## config.mk

```make
export PLATFORM = sky130hd
export DESIGN_NAME = branch_target_unit_core
export DESIGN_NICKNAME = d
export VERILOG_FILES = /design/src/rtl/btu_pkg.sv /design/src/rtl/branch_target_unit_core.sv /design/src/rtl/btu_target.sv
export SDC_FILE = /design/constraint.sdc
export NUM_CORES = 1
export LEC_CHECK = 0
export BUFFER_PORTS_ARGS = -buffer_cell sky130_fd_sc_hd__buf_2
export CORE_AREA = 2 2 153 155
export CTS_CLUSTER_SIZE = 30
export DETAILED_ROUTE_END_ITERATION = 12
export DIE_AREA = 0 0 155 157
export PLACE_DENSITY = 0.9
export SLEW_MARGIN = 20
export SYNTH_ARGS = -nofsm -noshare
export SYNTH_HDL_FRONTEND = slang
export SYNTH_SLANG_ARGS = --single-unit
```

## constraint.sdc

```tcl
create_clock -name clk_i -period 6.75 [get_ports clk_i]
set_clock_uncertainty 0.2 [all_clocks]
set_input_delay 0.675 -clock clk_i [delete_from_list [all_inputs] [get_ports clk_i]]
set_output_delay 0.675 -clock clk_i [all_outputs]
set_load 0.03 [all_outputs]
```

## src/rtl/btu_pkg.sv

```systemverilog
// shared types and constants for the branch target unit
package btu_pkg;

  // field widths fixed by the instruction format and stream payload
  localparam int unsigned KindWidth    = 2;
  localparam int unsigned OperandWidth = 26;
  localparam int unsigned WordWidth    = 64;
  localparam int unsigned CondWidth    = 4;
  localparam int unsigned RegIdxWidth  = 5;
  localparam int unsigned OutcomeWidth = 2;

  // slave tdata layout, lowest bit first
  localparam int unsigned InOperandLsb = 0;
  localparam int unsigned InPcLsb      = InOperandLsb + OperandWidth;
  localparam int unsigned InFlagNBit   = InPcLsb + WordWidth;
  localparam int unsigned InFlagZBit   = InFlagNBit + 1;
  localparam int unsigned InFlagVBit   = InFlagZBit + 1;
  localparam int unsigned InRegLsb     = InFlagVBit + 1;
  localparam int unsigned InUsedBits   = InRegLsb + WordWidth;
  localparam int unsigned InDataWidth  = ((InUsedBits + 7) / 8) * 8;

  localparam logic [RegIdxWidth-1:0] ZeroReg = 5'd31;

  typedef enum logic [KindWidth-1:0] {
    KindUncond  = 2'd0,
    KindCond    = 2'd1,
    KindInvalid = 2'd2,
    KindReg     = 2'd3
  } btu_kind_e;

  typedef enum logic [OutcomeWidth-1:0] {
    OutNotTaken = 2'd0,
    OutTaken    = 2'd1,
    OutFail     = 2'd2
  } btu_outcome_e;

  // condition codes understood by the conditional branch
  localparam logic [CondWidth-1:0] CondEq = 4'd0;
  localparam logic [CondWidth-1:0] CondNe = 4'd1;
  localparam logic [CondWidth-1:0] CondGe = 4'd10;
  localparam logic [CondWidth-1:0] CondLt = 4'd11;
  localparam logic [CondWidth-1:0] CondGt = 4'd12;
  localparam logic [CondWidth-1:0] CondLe = 4'd13;
  localparam logic [CondWidth-1:0] CondAl = 4'd14;

  typedef struct packed {
    logic n;
    logic z;
    logic v;
  } btu_flags_t;

endpackage

```

## src/rtl/branch_target_unit_core.sv

```systemverilog
// branch target unit top level: input register, target logic, result register
//
//  channel   direction  tdata                                        tuser
//  s_axis    in         operand, current_pc, flag_n/z/v, reg value   branch_kind
//  m_axis    out        next_pc                                      outcome
//
// one beat in and one beat out per branch, passing the input register, then
// the result register; sustained rate one branch per cycle unless m_axis
// stalls; the two form a two-entry pipeline, stalls back up stage by stage
// s_axis_tready stays high while either stage has room or m_axis drains
// rst_ni clears both valid flags; payload registers are not reset
module branch_target_unit_core #(
  parameter int unsigned PC_WIDTH = 64
) (
  input  logic                                clk_i,
  input  logic                                rst_ni,
  input  logic                                s_axis_tvalid,
  output logic                                s_axis_tready,
  // operand[25:0], current_pc[89:26], flag_n[90], flag_z[91], flag_v[92],
  // register_value[156:93], zero padding above
  input  logic [btu_pkg::InDataWidth-1:0]     s_axis_tdata,
  // branch_kind[1:0]
  input  logic [btu_pkg::KindWidth-1:0]       s_axis_tuser,
  output logic                                m_axis_tvalid,
  input  logic                                m_axis_tready,
  // next_pc[63:0]
  output logic [btu_pkg::WordWidth-1:0]       m_axis_tdata,
  // outcome[1:0]
  output logic [btu_pkg::OutcomeWidth-1:0]    m_axis_tuser
);

  logic                             in_valid_q;
  btu_pkg::btu_kind_e               kind_q;
  logic [btu_pkg::OperandWidth-1:0] operand_q;
  logic [PC_WIDTH-1:0]              pc_q;
  btu_pkg::btu_flags_t              flags_q;
  logic [PC_WIDTH-1:0]              reg_value_q;

  logic                             out_valid_q;
  logic [PC_WIDTH-1:0]              next_pc_q;
  btu_pkg::btu_outcome_e            outcome_q;

  logic [PC_WIDTH-1:0]              next_pc_d;
  btu_pkg::btu_outcome_e            outcome_d;
  logic                             out_load;
  logic                             in_load;

  assign out_load      = in_valid_q && (!out_valid_q || m_axis_tready);
  assign s_axis_tready = !in_valid_q || !out_valid_q || m_axis_tready;
  assign in_load       = s_axis_tvalid && s_axis_tready;

  always_ff @(posedge clk_i or negedge rst_ni) begin
    if (!rst_ni) begin
      in_valid_q <= 1'b0;
    end else if (s_axis_tready) begin
      in_valid_q <= s_axis_tvalid;
    end
  end

  always_ff @(posedge clk_i) begin
    if (in_load) begin
      kind_q      <= btu_pkg::btu_kind_e'(s_axis_tuser);
      operand_q   <= s_axis_tdata[btu_pkg::InOperandLsb +: btu_pkg::OperandWidth];
      pc_q        <= s_axis_tdata[btu_pkg::InPcLsb +: PC_WIDTH];
      flags_q.n   <= s_axis_tdata[btu_pkg::InFlagNBit];
      flags_q.z   <= s_axis_tdata[btu_pkg::InFlagZBit];
      flags_q.v   <= s_axis_tdata[btu_pkg::InFlagVBit];
      reg_value_q <= s_axis_tdata[btu_pkg::InRegLsb +: PC_WIDTH];
    end
  end

  btu_target #(
    .PC_WIDTH (PC_WIDTH)
  ) u_target (
    .kind_i      (kind_q),
    .operand_i   (operand_q),
    .pc_i        (pc_q),
    .flags_i     (flags_q),
    .reg_value_i (reg_value_q),
    .next_pc_o   (next_pc_d),
    .outcome_o   (outcome_d)
  );

  always_ff @(posedge clk_i or negedge rst_ni) begin
    if (!rst_ni) begin
      out_valid_q <= 1'b0;
    end else if (!out_valid_q || m_axis_tready) begin
      out_valid_q <= in_valid_q;
    end
  end

  always_ff @(posedge clk_i) begin
    if (out_load) begin
      next_pc_q <= next_pc_d;
      outcome_q <= outcome_d;
    end
  end

  assign m_axis_tvalid = out_valid_q;
  assign m_axis_tdata  = btu_pkg::WordWidth'(next_pc_q);
  assign m_axis_tuser  = outcome_q;

`ifndef SYNTHESIS
  // a stalled input beat stays in its register
  a_in_hold: assert property (@(posedge clk_i) disable iff (!rst_ni)
    in_valid_q && !out_load |=> in_valid_q)
    else $error("input stage dropped a waiting beat");

  // a beat leaving the input stage always lands in the result register
  a_out_fill: assert property (@(posedge clk_i) disable iff (!rst_ni)
    out_load |=> out_valid_q)
    else $error("result register missed a beat");

  // the reserved outcome code is never produced
  a_outcome_code: assert property (@(posedge clk_i) disable iff (!rst_ni)
    m_axis_tvalid |-> (m_axis_tuser == btu_pkg::OutNotTaken ||
                       m_axis_tuser == btu_pkg::OutTaken ||
                       m_axis_tuser == btu_pkg::OutFail))
    else $error("reserved outcome on m_axis");

  // bits above the pc width stay clear
  a_pc_wrap: assert property (@(posedge clk_i) disable iff (!rst_ni)
    m_axis_tvalid |-> ((m_axis_tdata >> PC_WIDTH) == '0))
    else $error("next pc exceeds pc width");
`endif

endmodule

```

## src/rtl/btu_target.sv

```systemverilog
// next pc and outcome for one registered branch
module btu_target #(
  parameter int unsigned PC_WIDTH = 64
) (
  input  btu_pkg::btu_kind_e                  kind_i,
  input  logic [btu_pkg::OperandWidth-1:0]    operand_i,
  input  logic [PC_WIDTH-1:0]                 pc_i,
  input  btu_pkg::btu_flags_t                 flags_i,
  input  logic [PC_WIDTH-1:0]                 reg_value_i,
  output logic [PC_WIDTH-1:0]                 next_pc_o,
  output btu_pkg::btu_outcome_e               outcome_o
);

  logic [PC_WIDTH-1:0]             offset_uncond;
  logic [PC_WIDTH-1:0]             offset_cond;
  logic [PC_WIDTH-1:0]             offset_sel;
  logic [PC_WIDTH-1:0]             rel_target;
  logic [btu_pkg::CondWidth-1:0]   cond;
  logic [btu_pkg::RegIdxWidth-1:0] reg_idx;
  logic                            cond_valid;
  logic                            cond_take;
  logic                            n_eq_v;

  // word offsets, sign-extended and scaled by four
  assign offset_uncond = {{(PC_WIDTH - 28){operand_i[25]}}, operand_i[25:0], 2'b00};
  assign offset_cond   = {{(PC_WIDTH - 21){operand_i[23]}}, operand_i[23:5], 2'b00};
  assign offset_sel    = (kind_i == btu_pkg::KindUncond) ? offset_uncond : offset_cond;
  assign rel_target    = pc_i + offset_sel;

  assign cond    = operand_i[btu_pkg::CondWidth-1:0];
  assign reg_idx = operand_i[9:5];
  assign n_eq_v  = (flags_i.n == flags_i.v);

  always_comb begin
    cond_valid = 1'b1;
    cond_take  = 1'b0;
    unique case (cond)
      btu_pkg::CondEq: cond_take = flags_i.z;
      btu_pkg::CondNe: cond_take = !flags_i.z;
      btu_pkg::CondGe: cond_take = n_eq_v;
      btu_pkg::CondLt: cond_take = !n_eq_v;
      btu_pkg::CondGt: cond_take = !flags_i.z && n_eq_v;
      btu_pkg::CondLe: cond_take = flags_i.z || !n_eq_v;
      btu_pkg::CondAl: cond_take = 1'b1;
      default:         cond_valid = 1'b0;
    endcase
  end

  always_comb begin
    next_pc_o = pc_i;
    outcome_o = btu_pkg::OutNotTaken;
    unique case (kind_i)
      btu_pkg::KindUncond: begin
        next_pc_o = rel_target;
        outcome_o = btu_pkg::OutTaken;
      end
      btu_pkg::KindReg: begin
        // the zero register never redirects
        if (reg_idx != btu_pkg::ZeroReg) begin
          next_pc_o = reg_value_i;
          outcome_o = btu_pkg::OutTaken;
        end
      end
      btu_pkg::KindCond: begin
        if (!cond_valid) begin
          outcome_o = btu_pkg::OutFail;
        end else if (cond_take) begin
          next_pc_o = rel_target;
          outcome_o = btu_pkg::OutTaken;
        end
      end
      default: outcome_o = btu_pkg::OutFail;
    endcase
  end

endmodule

```

**Word-level counts from Yosys, hierarchy flattened**

Index checks and enable logic that the tools add are counted.
W data, S select, Z words.

- $add $sub $neg: 1
- Equality and inequality tests: 10
- Muxes and demuxes: 11
- Reductions and logical operators: 14

Operators by type and width:

| operator | count |
|---|---|
| $mux W64 | 4 |
| $pmux W64 S3 | 1 |
| $add A64 B64 Y64 | 1 |
| $eq A4 B4 Y1 const B | 5 |
| $pmux W1 S7 | 1 |
| $reduce_or A7 Y1 | 1 |
| $pmux W2 S3 | 1 |
| $ne A5 B5 Y1 const B | 1 |
| $eq A4 B1 Y1 const B | 1 |
| $logic_not A1 Y1 | 4 |
| $logic_not A4 Y1 | 1 |
| $logic_or A1 B1 Y1 | 4 |
| $logic_and A1 B1 Y1 | 3 |
| $mux W1 | 3 |
| $eq A2 B1 Y1 const B | 1 |
| $eq A2 B2 Y1 const B | 1 |
| $logic_not A2 Y1 | 1 |
| $mux W2 | 1 |
| $eq A1 B1 Y1 | 1 |

- Flip-flop bits (word level): 227
- Input bits: 166
- Output and inout bits: 68
- Logic and storage cells: 47

**Logic depth before layout (Yosys ltp)**

- Depth in word-level cells: 7
- Mapped depth: 16
- Gate-level depth less buffers: 13

**Cells and area by module**

A second synthesis with hierarchy kept.

- Cells, all modules: 1014
- Area, all modules: 12126.6 um^2

By module, submodules not included:

| module | times used | cells an instance | area an instance (um^2) | sequential area each (um^2) |
|---|---|---|---|---|
| branch_target_unit_core | 1 | 233 | 6860.3 | 6806.5 |
| btu_target | 1 | 781 | 5266.3 | 0.0 |

**Least setup slack after synthesis**

OpenSTA, ideal clock, no wires.

- Path type: input port to flip-flop
- Start point: input m_axis_tready
- End point: register flags_q[0] in the netlist's numbering, enable pin
- Setup time: 0.537 ns
- Arrival: 4.688 ns
- Required time: 6.013 ns
- Setup slack: 1.325 ns
- Cell stages on the path: 2
- Path buffers: 0
- Cell sequence: nand3b_1 -> and2_1

- Longest elaborated chain between the ends: 2

RTL lines:

| what | RTL line | RTL |
|---|---|---|
| start: declaration | branch_target_unit_core.sv:25 | `input logic m_axis_tready,` |
| $logic_or A1 B1 Y1 | branch_target_unit_core.sv:49 | `assign s_axis_tready = !in_valid_q \|\| !out_valid_q \|\| m_axis_tready;` |
| $logic_and A1 B1 Y1 | branch_target_unit_core.sv:50 | `assign in_load = s_axis_tvalid && s_axis_tready;` |
| named net in_load | branch_target_unit_core.sv:46 | `logic in_load;` |
| end: declaration | branch_target_unit_core.sv:36 | `btu_pkg::btu_flags_t flags_q;` |

The timed path passes the listed nets, and every way through them passes these cells.
A chain may end at the register's enable or synchronous reset.

**Worst setup path after layout**

- Start point: register kind_q[0]
- End point: register next_pc_q[63], in the netlist m_axis_tdata[63] (data pin)

- Longest elaborated chain between the ends: 6
- Elaborated cells on any way between the ends: 8
- Classes of those cells: add/sub (1); eq/ne (2); mux (4); reduce/logical (1)

RTL lines:

| what | RTL line | RTL |
|---|---|---|
| start: declaration | branch_target_unit_core.sv:33 | `btu_pkg::btu_kind_e kind_q;` |
| start signal: assignment | branch_target_unit_core.sv:62 | `kind_q <= btu_pkg::btu_kind_e'(s_axis_tuser);` |
| $logic_not A2 Y1 | btu_target.sv:27, btu_target.sv:52 |  |
| $mux W64 | btu_target.sv:27 | `assign offset_sel = (kind_i == btu_pkg::KindUncond) ? offset_uncond : offset_cond;` |
| $add A64 B64 Y64 | btu_target.sv:28 | `assign rel_target = pc_i + offset_sel;` |
| $mux W64 | btu_target.sv:67 | `end else if (cond_take) begin` |
| $mux W64 | btu_target.sv:65 | `if (!cond_valid) begin` |
| $pmux W64 S3 (*) | btu_target.sv:52 | `unique case (kind_i)` |
| named net next_pc_d[63] | branch_target_unit_core.sv:43 | `logic [PC_WIDTH-1:0] next_pc_d;` |
| end signal: assignment | branch_target_unit_core.sv:94 | `next_pc_q <= next_pc_d;` |
| end: declaration | branch_target_unit_core.sv:40 | `logic [PC_WIDTH-1:0] next_pc_q;` |

The timed path passes the listed nets; every way through them passes the cells marked *.

==> metrics.txt <==
routability congestion estimate roughly 0.92; layout cells sized above 1 0.2402; die width ~160 um; outcome complete, no violations; Detail Route Antenna Nets 0; Clock transition at path regs approximately 70 ps; Area growth, synth to finish 17.74%; Worst path slowest cell ha_1; Post-CTS Resized 0; top_reg_cell synth edfxtp_1; area leader, netlist edfxtp_1; global-route wire length before repair 50730 um; Worst-Skew Late Latency 530 ps; initial antenna violation count 0; f_max 207.6 MHz; worst-case clock buffer depth 3; Mapped Cells 1097; min Tclk post-route 4817 ps; clk sinks 227; sequential area share after synthesis 0.5447; vias in the first global route 9898; leakage power 5.953 nW; Initial Utilization 0.5554; Via Count just over 10000; WS Path Type reg -> reg; HPWL Detailed 23320 um; vias per inst ~6.2; post-synth top area share 0.5406; Storage cell area between 6000 and 7000 um2; Max VDD drop 0.2435 mV; crit-path max FO 38; Top Ports between 200 and 250; CTS Buf Count 24; max incr delay on CP 550 ps; Slew Limit Fails 0; syn_nets 1329; EDFF count, synth 225; placed cells 1570; drt drc 0; Req. time, crit path 6950 ps; final std cells w/o fill 1613; Avg WL per Cell 20.50 um; diode count 0; wirelength, routed 33060 um; # fillers 1698; total track usage 0.2626; worst path arrival time between 5000 and 6000 ps; Hold Crit Class in -> reg; maxcap violations 0; # nets final ~1500; DR pass1 iterations 6; Port Buf Inserts between 200 and 250; largest net degree at the start of global routing 67; area of the multi-input gates 5409 um2; H-tree levels 1; Core Util, Final 0.6539; count leader, synth edfxtp_1; chip height approximately 160 um; Placed Area 13900 um2; Rows 55; Tot Pwr roughly 4.1 mW; Worst setup SP type register; Final Hold Fails 0; clock root cell clkbuf_16; die area 24340 um2; RSZ-0062 raised after global routing no; Worst-Margin Slew 1040 ps; crit path cell chain nor2_2 -> buf_4 -> nor2b_1 -> a21o_1 -> buf_4 -> ha_1 -> nand4_4 -> nor2_1 -> or4b_1 -> a211oi_2 -> nor3_2 -> o41ai_4 -> a21oi_1 -> or4_1 -> nand3_1; core area 22500 um2; cell area after layout between 10000 and 15000 um2; most frequent CP cell buf_4; gr ovfl total 0; CTS tree built; Seq cells post-synth around 230; largest cells by area after synthesis edfxtp_1 54%, ha_1 6.5%, o21ai_0 4.0%; Cell variety after synth 71; pwr/cell area 278.3 nW/um2; Avg Cell Area, Syn 11.39 um2; Iteration-0 DRC Markers 865; Post-Syn Area 12500 um2; synth cell count leaders 225 x edfxtp_1, 100 x o21ai_0, 98 x nand2_1, 86 x a21oi_1, 65 x ha_1; count of final setup violators 0; setup TNS 0 ps; yosys warns 0; Final Cycle Share 0.7136; asr flop ratio synth 0.008811; Slew HR 0.3069; Critical Path Sink Type register
[per-layer routing]
layer | routed length [um] | GRT usage | vias to the layer above
li1 | - | - | 4681
met5 | 0 | 0 | -
met4 | 1098 | 0.09965 | 0
met2 | 16080 | 0.4428 | 530
met1 | 13280 | 0.3454 | 4762
met3 | 2596 | 0.04075 | 83
[report_power, final]
part / internal [mW] / switching (mW)
sequential: 1.71 / 0.0575
clock: 0.807 / 0.537
combinational: 0.357 / 0.633
[state kept, by name (all words and copies together) (netlist names)]
name           count
m_axis_tdata      64
in_valid_q         1
pc_q              64
reg_value_q       64
m_axis_tuser       2
kind_q             2
m_axis_tvalid      1
flags_q            3
operand_q         26
[per-stage QoR]
stage / worst slack [ps] / hold slack, ps
2_1_floorplan: 1325 / 179.4
3_3_place_gp: 2110 / 260.0
3_5_place_dp: 2072 / 262.2
4_1_cts: 1969 / 95.85
5_1_grt: 1680 / 98.02
6_report: 1933 / 117.2
[repair_timing]
item	in CTS	in global routing
setup buffers	0	0
endpoints found under the hold margin	2	0
hold buffers	1	0
[final cells by class]
class                   count  share of cell area
clock buffers              29             0.04209
clock inverters            13             0.01233
inverters                  22            0.005612
multi-input cells         793              0.3676
flip-flops and latches    227              0.4626
well taps                 285             0.02423
repair buffers            244             0.08554
[layout by cell type, fill, tap and decap left out, types with 6 or more instances in the layout]
cell,n
a211oi_1,8
a21boi_0,8
a21o_1,42
a21oi_1,85
a221o_1,10
a22oi_1,47
a31oi_1,7
and3_1,10
buf_2,230
buf_4,13
clkbuf_16,24
edfxtp_1,225
ha_1,65
inv_1,22
mux2_2,22
nand2_1,98
nand2b_1,6
nand3_1,37
nand4_1,20
nor2_1,45
nor3_1,12
nor3b_1,6
o211ai_1,11
o21a_1,6
o21ai_0,100
o21bai_1,15
xnor2_1,28
xor2_1,28
[worst paths after layout]
kind                                   startpoint                to  slack [ps]  cells past startpoint
max in group asynchronous                  rst_ni        in_valid_q        5990                      2
worst max-delay path                    kind_q[0]  m_axis_tdata[63]        1930                     15
worst min register to register         in_valid_q     m_axis_tvalid         310                      1
min in group asynchronous                  rst_ni     m_axis_tvalid         260                      2
worst max register to register          kind_q[0]  m_axis_tdata[63]        1930                     15
worst min-delay path            s_axis_tdata[145]   reg_value_q[52]         120                      1
[cell families (layout without fill, tap and decap cells)]
kind of cell | count (synthesis) | count (layout) | synth area share
AND/OR/NAND/NOR | 260 | 260 | 0.09972
adder cells (fa/ha/maj) | 66 | 66 | 0.06668
flip-flops | 227 | 227 | 0.5447
multiplexers | 23 | 23 | 0.02062
AO/OA/AOI/OAI | 388 | 388 | 0.2045
XOR/XNOR | 56 | 56 | 0.03925
buffers and inverters | 77 | 308 | 0.02453
[critical path, delay by kind of cell (launching register included)]
family / cells / cell delay (ps)
buffers and inverters: 2 / 580
adders and majority gates: 1 / 550
and+or+nand+nor: 8 / 1780
AOI/OAI and AO/OA: 4 / 1130
DFF: 1 / 410
No activity file was read; power rests on OpenSTA's default activity.
